==> src/hdl/bced_pkg.sv <==
// Package with phase codes, event codes and configuration types of the click detector.
package bced_pkg;

  localparam int unsigned StampW = 32;
  localparam int unsigned ThrW   = 16;
  localparam int unsigned EventW = 3;
  localparam int unsigned PhaseW = 3;
  localparam int unsigned CfgIdxW = 2;

  localparam logic [PhaseW-1:0] PH_IDLE      = 3'd0;
  localparam logic [PhaseW-1:0] PH_DEB_PRESS = 3'd1;
  localparam logic [PhaseW-1:0] PH_PRESSED   = 3'd2;
  localparam logic [PhaseW-1:0] PH_WAIT_DBL  = 3'd3;
  localparam logic [PhaseW-1:0] PH_DEB_SEC   = 3'd4;
  localparam logic [PhaseW-1:0] PH_CONSUME   = 3'd5;
  localparam logic [PhaseW-1:0] PH_HOLD      = 3'd6;
  localparam logic [PhaseW-1:0] PH_DEB_REL   = 3'd7;

  localparam logic [EventW-1:0] EV_NONE     = 3'd0;
  localparam logic [EventW-1:0] EV_PRESSED  = 3'd1;
  localparam logic [EventW-1:0] EV_LONG     = 3'd2;
  localparam logic [EventW-1:0] EV_SINGLE   = 3'd3;
  localparam logic [EventW-1:0] EV_DOUBLE   = 3'd4;
  localparam logic [EventW-1:0] EV_REPEAT   = 3'd5;
  localparam logic [EventW-1:0] EV_RELEASED = 3'd6;

  localparam logic [CfgIdxW-1:0] CFG_DEBOUNCE   = 2'd0;
  localparam logic [CfgIdxW-1:0] CFG_LONG_PRESS = 2'd1;
  localparam logic [CfgIdxW-1:0] CFG_DBL_WAIT   = 2'd2;
  localparam logic [CfgIdxW-1:0] CFG_REPEAT     = 2'd3;

  localparam logic [ThrW-1:0] DEBOUNCE_RST   = 16'd20;
  localparam logic [ThrW-1:0] LONG_PRESS_RST = 16'd1000;
  localparam logic [ThrW-1:0] DBL_WAIT_RST   = 16'd300;
  localparam logic [ThrW-1:0] REPEAT_RST     = 16'd200;

  typedef struct packed {
    logic [ThrW-1:0] debounce_ms;
    logic [ThrW-1:0] long_press_ms;
    logic [ThrW-1:0] double_click_wait_ms;
    logic [ThrW-1:0] repeat_interval_ms;
  } bced_cfg_t;

endpackage

==> src/hdl/bced_engine.sv <==
// Phase machine and timestamp registers that turn button samples into events.
module bced_engine (
  input  logic                          clk_i,
  input  logic                          rst_ni,
  input  logic                          step_i,
  input  logic                          pressed_i,
  input  logic [bced_pkg::StampW-1:0]   now_ms_i,
  input  bced_pkg::bced_cfg_t           cfg_i,
  output logic [bced_pkg::EventW-1:0]   event_code_o
);
  import bced_pkg::*;

  logic [PhaseW-1:0] phase_q, phase_d;
  logic [StampW-1:0] change_q, change_d;
  logic [StampW-1:0] repeat_q, repeat_d;
  logic [StampW-1:0] since, since_rep;
  logic              deb_met, long_met, wait_met, rep_met;

  assign since     = now_ms_i - change_q;
  assign since_rep = now_ms_i - repeat_q;
  assign deb_met   = since >= {{(StampW-ThrW){1'b0}}, cfg_i.debounce_ms};
  assign long_met  = since >= {{(StampW-ThrW){1'b0}}, cfg_i.long_press_ms};
  assign wait_met  = since >= {{(StampW-ThrW){1'b0}}, cfg_i.double_click_wait_ms};
  assign rep_met   = since_rep >= {{(StampW-ThrW){1'b0}}, cfg_i.repeat_interval_ms};

  always_comb begin
    phase_d      = phase_q;
    change_d     = change_q;
    repeat_d     = repeat_q;
    event_code_o = EV_NONE;
    unique case (phase_q)
      PH_IDLE: begin
        if (pressed_i) begin
          phase_d  = PH_DEB_PRESS;
          change_d = now_ms_i;
        end
      end
      PH_DEB_PRESS: begin
        if (deb_met) begin
          if (pressed_i) begin
            phase_d      = PH_PRESSED;
            change_d     = now_ms_i;
            event_code_o = EV_PRESSED;
          end else begin
            phase_d = PH_IDLE;
          end
        end
      end
      PH_PRESSED: begin
        if (!pressed_i) begin
          phase_d  = PH_WAIT_DBL;
          change_d = now_ms_i;
        end else if (long_met) begin
          phase_d      = PH_HOLD;
          repeat_d     = now_ms_i;
          event_code_o = EV_LONG;
        end
      end
      PH_WAIT_DBL: begin
        if (pressed_i) begin
          phase_d  = PH_DEB_SEC;
          change_d = now_ms_i;
        end else if (wait_met) begin
          phase_d      = PH_IDLE;
          event_code_o = EV_SINGLE;
        end
      end
      PH_DEB_SEC: begin
        if (deb_met) begin
          if (pressed_i) begin
            phase_d      = PH_CONSUME;
            event_code_o = EV_DOUBLE;
          end else begin
            phase_d  = PH_WAIT_DBL;
            change_d = now_ms_i;
          end
        end
      end
      PH_CONSUME: begin
        if (!pressed_i) begin
          phase_d = PH_IDLE;
        end
      end
      PH_HOLD: begin
        if (!pressed_i) begin
          phase_d  = PH_DEB_REL;
          change_d = now_ms_i;
        end else if (rep_met) begin
          repeat_d     = now_ms_i;
          event_code_o = EV_REPEAT;
        end
      end
      default: begin
        if (deb_met) begin
          if (!pressed_i) begin
            phase_d      = PH_IDLE;
            event_code_o = EV_RELEASED;
          end else begin
            phase_d  = PH_HOLD;
            repeat_d = now_ms_i;
          end
        end
      end
    endcase
  end

  always_ff @(posedge clk_i or negedge rst_ni) begin
    if (!rst_ni) begin
      phase_q  <= PH_IDLE;
      change_q <= '0;
      repeat_q <= '0;
    end else if (step_i) begin
      phase_q  <= phase_d;
      change_q <= change_d;
      repeat_q <= repeat_d;
    end
  end

endmodule

==> src/hdl/button_click_event_detector_core.sv <==
// Top level of the button click event detector: sample register, engine, result register.
// A sample waits in the sample register; its event is registered once the output can advance.
// Throughput: one sample per cycle; a stalled result holds the sample register, then the input.
// Each sample is evaluated combinationally by two 32-bit subtracts and a compare per threshold.
// Reset: phase idle, both timestamps zero, thresholds 20/1000/300/200 ms, pipeline empty.
module button_click_event_detector_core (
  input  logic                           clk_i,
  input  logic                           rst_ni,
  input  logic                           in_valid_i,
  output logic                           in_ready_o,
  input  logic                           pressed_i,
  input  logic [bced_pkg::StampW-1:0]    now_ms_i,
  output logic                           out_valid_o,
  input  logic                           out_ready_i,
  output logic [bced_pkg::EventW-1:0]    event_code_o,
  input  logic                           cfg_we_i,
  input  logic [bced_pkg::CfgIdxW-1:0]   cfg_idx_i,
  input  logic [bced_pkg::ThrW-1:0]      cfg_wdata_i
);
  import bced_pkg::*;

  bced_cfg_t         cfg_q;
  logic              smp_valid_q;
  logic              smp_pressed_q;
  logic [StampW-1:0] smp_now_q;
  logic              out_valid_q;
  logic [EventW-1:0] event_q, event_d;
  logic              advance;
  logic              step;

  assign advance    = !out_valid_q || out_ready_i;
  assign step       = smp_valid_q && advance;
  assign in_ready_o = !smp_valid_q || advance;

  always_ff @(posedge clk_i or negedge rst_ni) begin
    if (!rst_ni) begin
      cfg_q.debounce_ms          <= DEBOUNCE_RST;
      cfg_q.long_press_ms        <= LONG_PRESS_RST;
      cfg_q.double_click_wait_ms <= DBL_WAIT_RST;
      cfg_q.repeat_interval_ms   <= REPEAT_RST;
    end else if (cfg_we_i) begin
      unique case (cfg_idx_i)
        CFG_DEBOUNCE:   cfg_q.debounce_ms          <= cfg_wdata_i;
        CFG_LONG_PRESS: cfg_q.long_press_ms        <= cfg_wdata_i;
        CFG_DBL_WAIT:   cfg_q.double_click_wait_ms <= cfg_wdata_i;
        CFG_REPEAT:     cfg_q.repeat_interval_ms   <= cfg_wdata_i;
        default: ;
      endcase
    end
  end

  always_ff @(posedge clk_i or negedge rst_ni) begin
    if (!rst_ni) begin
      smp_valid_q <= 1'b0;
    end else if (in_ready_o) begin
      smp_valid_q <= in_valid_i;
    end
  end

  always_ff @(posedge clk_i) begin
    if (in_valid_i && in_ready_o) begin
      smp_pressed_q <= pressed_i;
      smp_now_q     <= now_ms_i;
    end
  end

  bced_engine u_engine (
    .clk_i        (clk_i),
    .rst_ni       (rst_ni),
    .step_i       (step),
    .pressed_i    (smp_pressed_q),
    .now_ms_i     (smp_now_q),
    .cfg_i        (cfg_q),
    .event_code_o (event_d)
  );

  always_ff @(posedge clk_i or negedge rst_ni) begin
    if (!rst_ni) begin
      out_valid_q <= 1'b0;
    end else if (advance) begin
      out_valid_q <= smp_valid_q;
    end
  end

  always_ff @(posedge clk_i) begin
    if (step) begin
      event_q <= event_d;
    end
  end

  assign out_valid_o  = out_valid_q;
  assign event_code_o = event_q;

endmodule

==> config.mk <==
export PLATFORM = sky130hd
export DESIGN_NAME = button_click_event_detector_core
export DESIGN_NICKNAME = d
export VERILOG_FILES = /design/src/hdl/bced_pkg.sv /design/src/hdl/bced_engine.sv /design/src/hdl/button_click_event_detector_core.sv
export SDC_FILE = /design/constraint.sdc
export NUM_CORES = 1
export LEC_CHECK = 0
export BUFFER_PORTS_ARGS = -buffer_cell sky130_fd_sc_hd__buf_2
export CAP_MARGIN = 20
export CORE_MARGIN = 5
export CORE_UTILIZATION = 35
export CTS_CLUSTER_DIAMETER = 40
export CTS_CLUSTER_SIZE = 28
export DETAILED_ROUTE_END_ITERATION = 10
export GPL_TIMING_DRIVEN = 0
export HOLD_SLACK_MARGIN = 0.08
export PLACE_DENSITY = 0.61
export SETUP_SLACK_MARGIN = 0.3
export SLEW_MARGIN = 20
export SYNTH_ARGS = -nofsm -noshare
export SYNTH_HDL_FRONTEND = slang
export SYNTH_SLANG_ARGS = --single-unit
==> constraint.sdc <==
create_clock -name clk_i -period 4.5 [get_ports clk_i]
set_input_delay 0.9 -clock clk_i [delete_from_list [all_inputs] [get_ports clk_i]]
set_output_delay 0.9 -clock clk_i [all_outputs]
set_load 0.005 [all_outputs]
==> reports/qor.csv <==
stage;metric;value;unit
critical_path;r2r endpoint;u_engine.repeat_q[23];
synthesis;syn nets;1413;
cts;CTS sink cnt;169;
critical_path;Setup CP Type;reg -> reg;
finish;area grow syn2layout;22.5;%
power;Pint;0.00621;W
critical_path;Critical Path RT;4820;ps
placement;DP HPWL;23200;µm
cts;clock latency on the worst-skew pair;450;ps
synthesis;post-synthesis sequential area ratio;0.363;
grt;pin count of the biggest net entering global routing;83;
synthesis;main flop type after synthesis;dfrtp_1;
floorplan;Row Count;68;
power;Sw Ratio;0.442;
placement;port bufs;60;
drt;vias;9545;
synthesis;Yosys warning count;0;
timing;Layout Skew;14.4;ps
grt;final global-route overflow total;0;
cts;root cell of the clock tree;clkbuf_16;
cts;Clock transition at path regs;70;ps
critical_path;Critical Path AT;5290;ps
drt;Residual DRC;0;
synthesis;asr flop ratio synth;0.787;
critical_path;startpoint types;register;
grt;initial antenna violation count;0;
timing;fin worst setup slack;-469;ps
drt;Post-Route WL;31200;µm
timing;Slew HR;0.282;
drt;post-route ant nets;0;
drt;M1 wire length;15300;µm
finish;share of layout cells above drive strength 1;0.275;
placement;pre-CTS setup slack;-1100;ps
timing;RSZ-0062 raised after global routing;true;
synthesis;Mapped Area;12200;µm²
hold_path;worst min path class;in -> async;
floorplan;I/O Pins;61;
drt;met3 wire length;788;µm
power;power density over cell area;746;nW/µm²
critical_path;crit path buf inv count;4;
timing;Slew Limit Fails;0;
drt;met2 wire length;14600;µm
drt;drt initial violations;608;
floorplan;Initial Utilization;0.354;
synthesis;Synth Register Bits;169;
synthesis;cell count after synthesis;1229;
drt;Top Metal Used;met4;
floorplan;DIE AREA;38700;µm²
placement;GP Congestion;0.866;
critical_path;FF-to-FF Start;smp_now_q[0];
cts;# H-tree levels;4;
timing;Hold Fails Final Rpt;0;
critical_path;maximum fanout along the worst path;6;
critical_path;crit-path cells;inv_2, ha_4, inv_2, fa_2, a21oi_4, o22ai_4, o2111ai_2, and3_4, xnor2_4, ha_4, a21oi_2, nand2_1, a211oi_2, o211ai_1, nor4b_2, mux2_4, o2111ai_4, nor4_4, a32o_2, o41ai_4, buf_12, buf_12, mux2_4;
timing;FMAX;201;MHz
timing;final setup TNS;-19430;ps
timing;# setup viols final;64;
grt;first-pass GRT wire length;50900;µm
critical_path;critical path's slowest cell;edfxtp_1;
drt;DR pass1 iterations;5;
cts;Clock Tree Buf Depth;2;
power;Seq pwr share;0.206;
synthesis;syn_area_per_cell;9.92;µm²
power;Comb pwr share;0.661;
timing;Period minus WS final;4970;ps
cts;CTS tree;yes;
floorplan;core area;34500;µm²
critical_path;Reg2Reg Setup Slack;-470;ps
floorplan;Die X;197;µm
power;NetSw;0.00492;W
timing;Worst Max-Slew Pin Slew;1050;ps
critical_path;kind of cell adding the most delay to the critical path;compound AO/OA/AOI/OAI gates;
synthesis;EDFF count, synth;36;
run;max-cap violation count;0;
synthesis;Synth cell types;84;
cts;CTS Buf Count;17;
power;Leakage Power;6.61;nW
finish;nets@finish;1540;
finish;ANT cells;0;
critical_path;Max stage delay on crit path;410;ps
power;worst vdd ir;0.284;mV
grt;number of global-route vias before repair;9705;
outcome;failing checks;negative setup slack;
grt;Global Route Usage Sum;0.162;
critical_path;R2R cell count;23;
critical_path;endpoint class of the critical path;register;
outcome;run status;finished, violations left;
power;Clk network pwr share;0.133;
timing;Tcrit/Tclk final;1.10;
drt;Wirelength per Cell;17.1;µm
floorplan;DIE HEIGHT;197;µm
drt;post-DR vias/cell;5.23;
-- cells in the final DEF (no fill, tap or decap), types with 12 or more instances in the layout --
cell       instances
nor2b_1           12
xnor2_1           15
inv_1            138
a21oi_2           15
nand2b_1          20
buf_2             68
o21ai_0           46
nor2_1            43
a211oi_1          15
clkbuf_1          23
mux2_4            53
edfxtp_1          36
nand3_1           25
ha_1             111
ha_4              12
xor2_1            15
clkbuf_16         19
o21a_1            15
a21oi_1           58
dfrtp_1          118
o211ai_1          16
o21ai_1           12
mux2_2            51
buf_4             39
dfstp_2           15
nor3_1            16
nand4_1           25
a21o_1            31
nand2_1           79
-- cell type report --
type,instances,area [µm²]
Fill cell,3280,19500
Multi-Input combinational cell,878,7730
Sequential cell,169,4430
Timing Repair Buffer,108,807
Tap cell,455,569
Inverter,141,529
Clock buffer,21,483
Buffer,41,282
Clock inverter,11,96.3
-- logic make-up (layout without fill, tap and decap cells) --
logic type,count (synthesis),after routing,share of synthesized area
AO/OA/AOI/OAI,308,308,0.177
XOR/XNOR,38,38,0.0273
adder cells (fa/ha/maj),128,128,0.133
flip-flops,169,169,0.363
AND/OR/NAND/NOR,283,283,0.118
multiplexers,121,121,0.120
buffers and inverters,182,322,0.0611
-- synthesized netlist by cell type, drive strengths merged, types with 7 or more instances --
library cell,number,area share
and3,10,0.0051
edfxtp,36,0.089
o211ai,16,0.0099
a2111oi,7,0.0086
nor2b,13,0.0067
nand3,27,0.011
xnor2,21,0.015
nor3,17,0.0070
o21a,15,0.0092
mux2,113,0.11
o2111ai,7,0.0050
nor2,46,0.014
buf,20,0.011
nor4,10,0.0051
mux2i,8,0.0066
ha,126,0.13
nand2,80,0.025
xor2,17,0.012
o21bai,9,0.0055
dfrtp,118,0.24
and2,7,0.0036
nand4,25,0.013
nand2b,21,0.011
a21oi,75,0.031
a21o,31,0.019
inv,141,0.043
clkbuf,21,0.0065
a211oi,19,0.013
a31oi,10,0.0051
dfstp,15,0.032
o21ai,62,0.027
-- routing by layer --
layer  track usage  vias to the layer above
met5             0                        -
met4        0.0365                        0
met3        0.0246                       38
met2         0.268                      145
met1         0.227                     4631
li1              -                     4731
-- power by group through the flow --
stage / Sequential, W / Clock (W) / Combinational [W]
2_1_floorplan: 0.00223 / 0 / 0.00459
3_3_place_gp: 0.00229 / 0 / 0.00579
3_5_place_dp: 0.00231 / 0 / 0.00592
4_1_cts: 0.00229 / 0.00153 / 0.00699
5_1_grt: 0.00235 / 0.00158 / 0.00817
6_report: 0.00229 / 0.00149 / 0.00735
-- flip-flops by register name, indices dropped and copies added (netlist names) --
signal	count
u_engine.repeat_q	32
cfg_q	64
event_code_o	3
u_engine.change_q	32
smp_now_q	32
u_engine.phase_q	3
out_valid_o	1
smp_pressed_q	1
smp_valid_q	1
-- how the worst max path moves through the flow --
stage / to / cells past startpoint / start / slack (ps)
global route: u_engine.repeat_q[6] / 23 / smp_now_q[0] / -700
detailed placement: u_engine.repeat_q[15] / 22 / smp_now_q[0] / -1100
CTS: u_engine.repeat_q[23] / 23 / smp_now_q[0] / -420
floorplan: u_engine.repeat_q[10] / 22 / smp_now_q[0] / 250
finish: u_engine.repeat_q[23] / 23 / smp_now_q[0] / -470
global placement: u_engine.repeat_q[11] / 22 / smp_now_q[0] / -1030
-- through the flow --
step | hold WS, ps | instance area (µm²) | utilization | power (W) | instances
2_1_floorplan | 457 | 12200 | - | 0.00682 | 1229
3_3_place_gp | 467 | 13100 | 0.380 | 0.00808 | 1744
3_5_place_dp | 475 | 13200 | 0.382 | 0.00823 | 1746
4_1_cts | 357 | 14700 | 0.427 | 0.0108 | 1818
5_1_grt | 377 | 14900 | 0.433 | 0.0121 | 1824
6_report | 347 | 14900 | 0.433 | 0.0111 | 1824
-- timing repair --
| action | 4_1_cts | 5_1_grt |
|---|---|---|
| endpoints found under the setup margin | 70 | 70 |
| cloned | 3 | 0 |
| hold endpoints to repair | 0 | 0 |
| resized for setup | 124 | 29 |
| buffers inserted | 37 | 6 |
| hold buffers | 0 | 0 |
| pin swaps | 50 | 18 |
(Power assumes the default switching activity.)
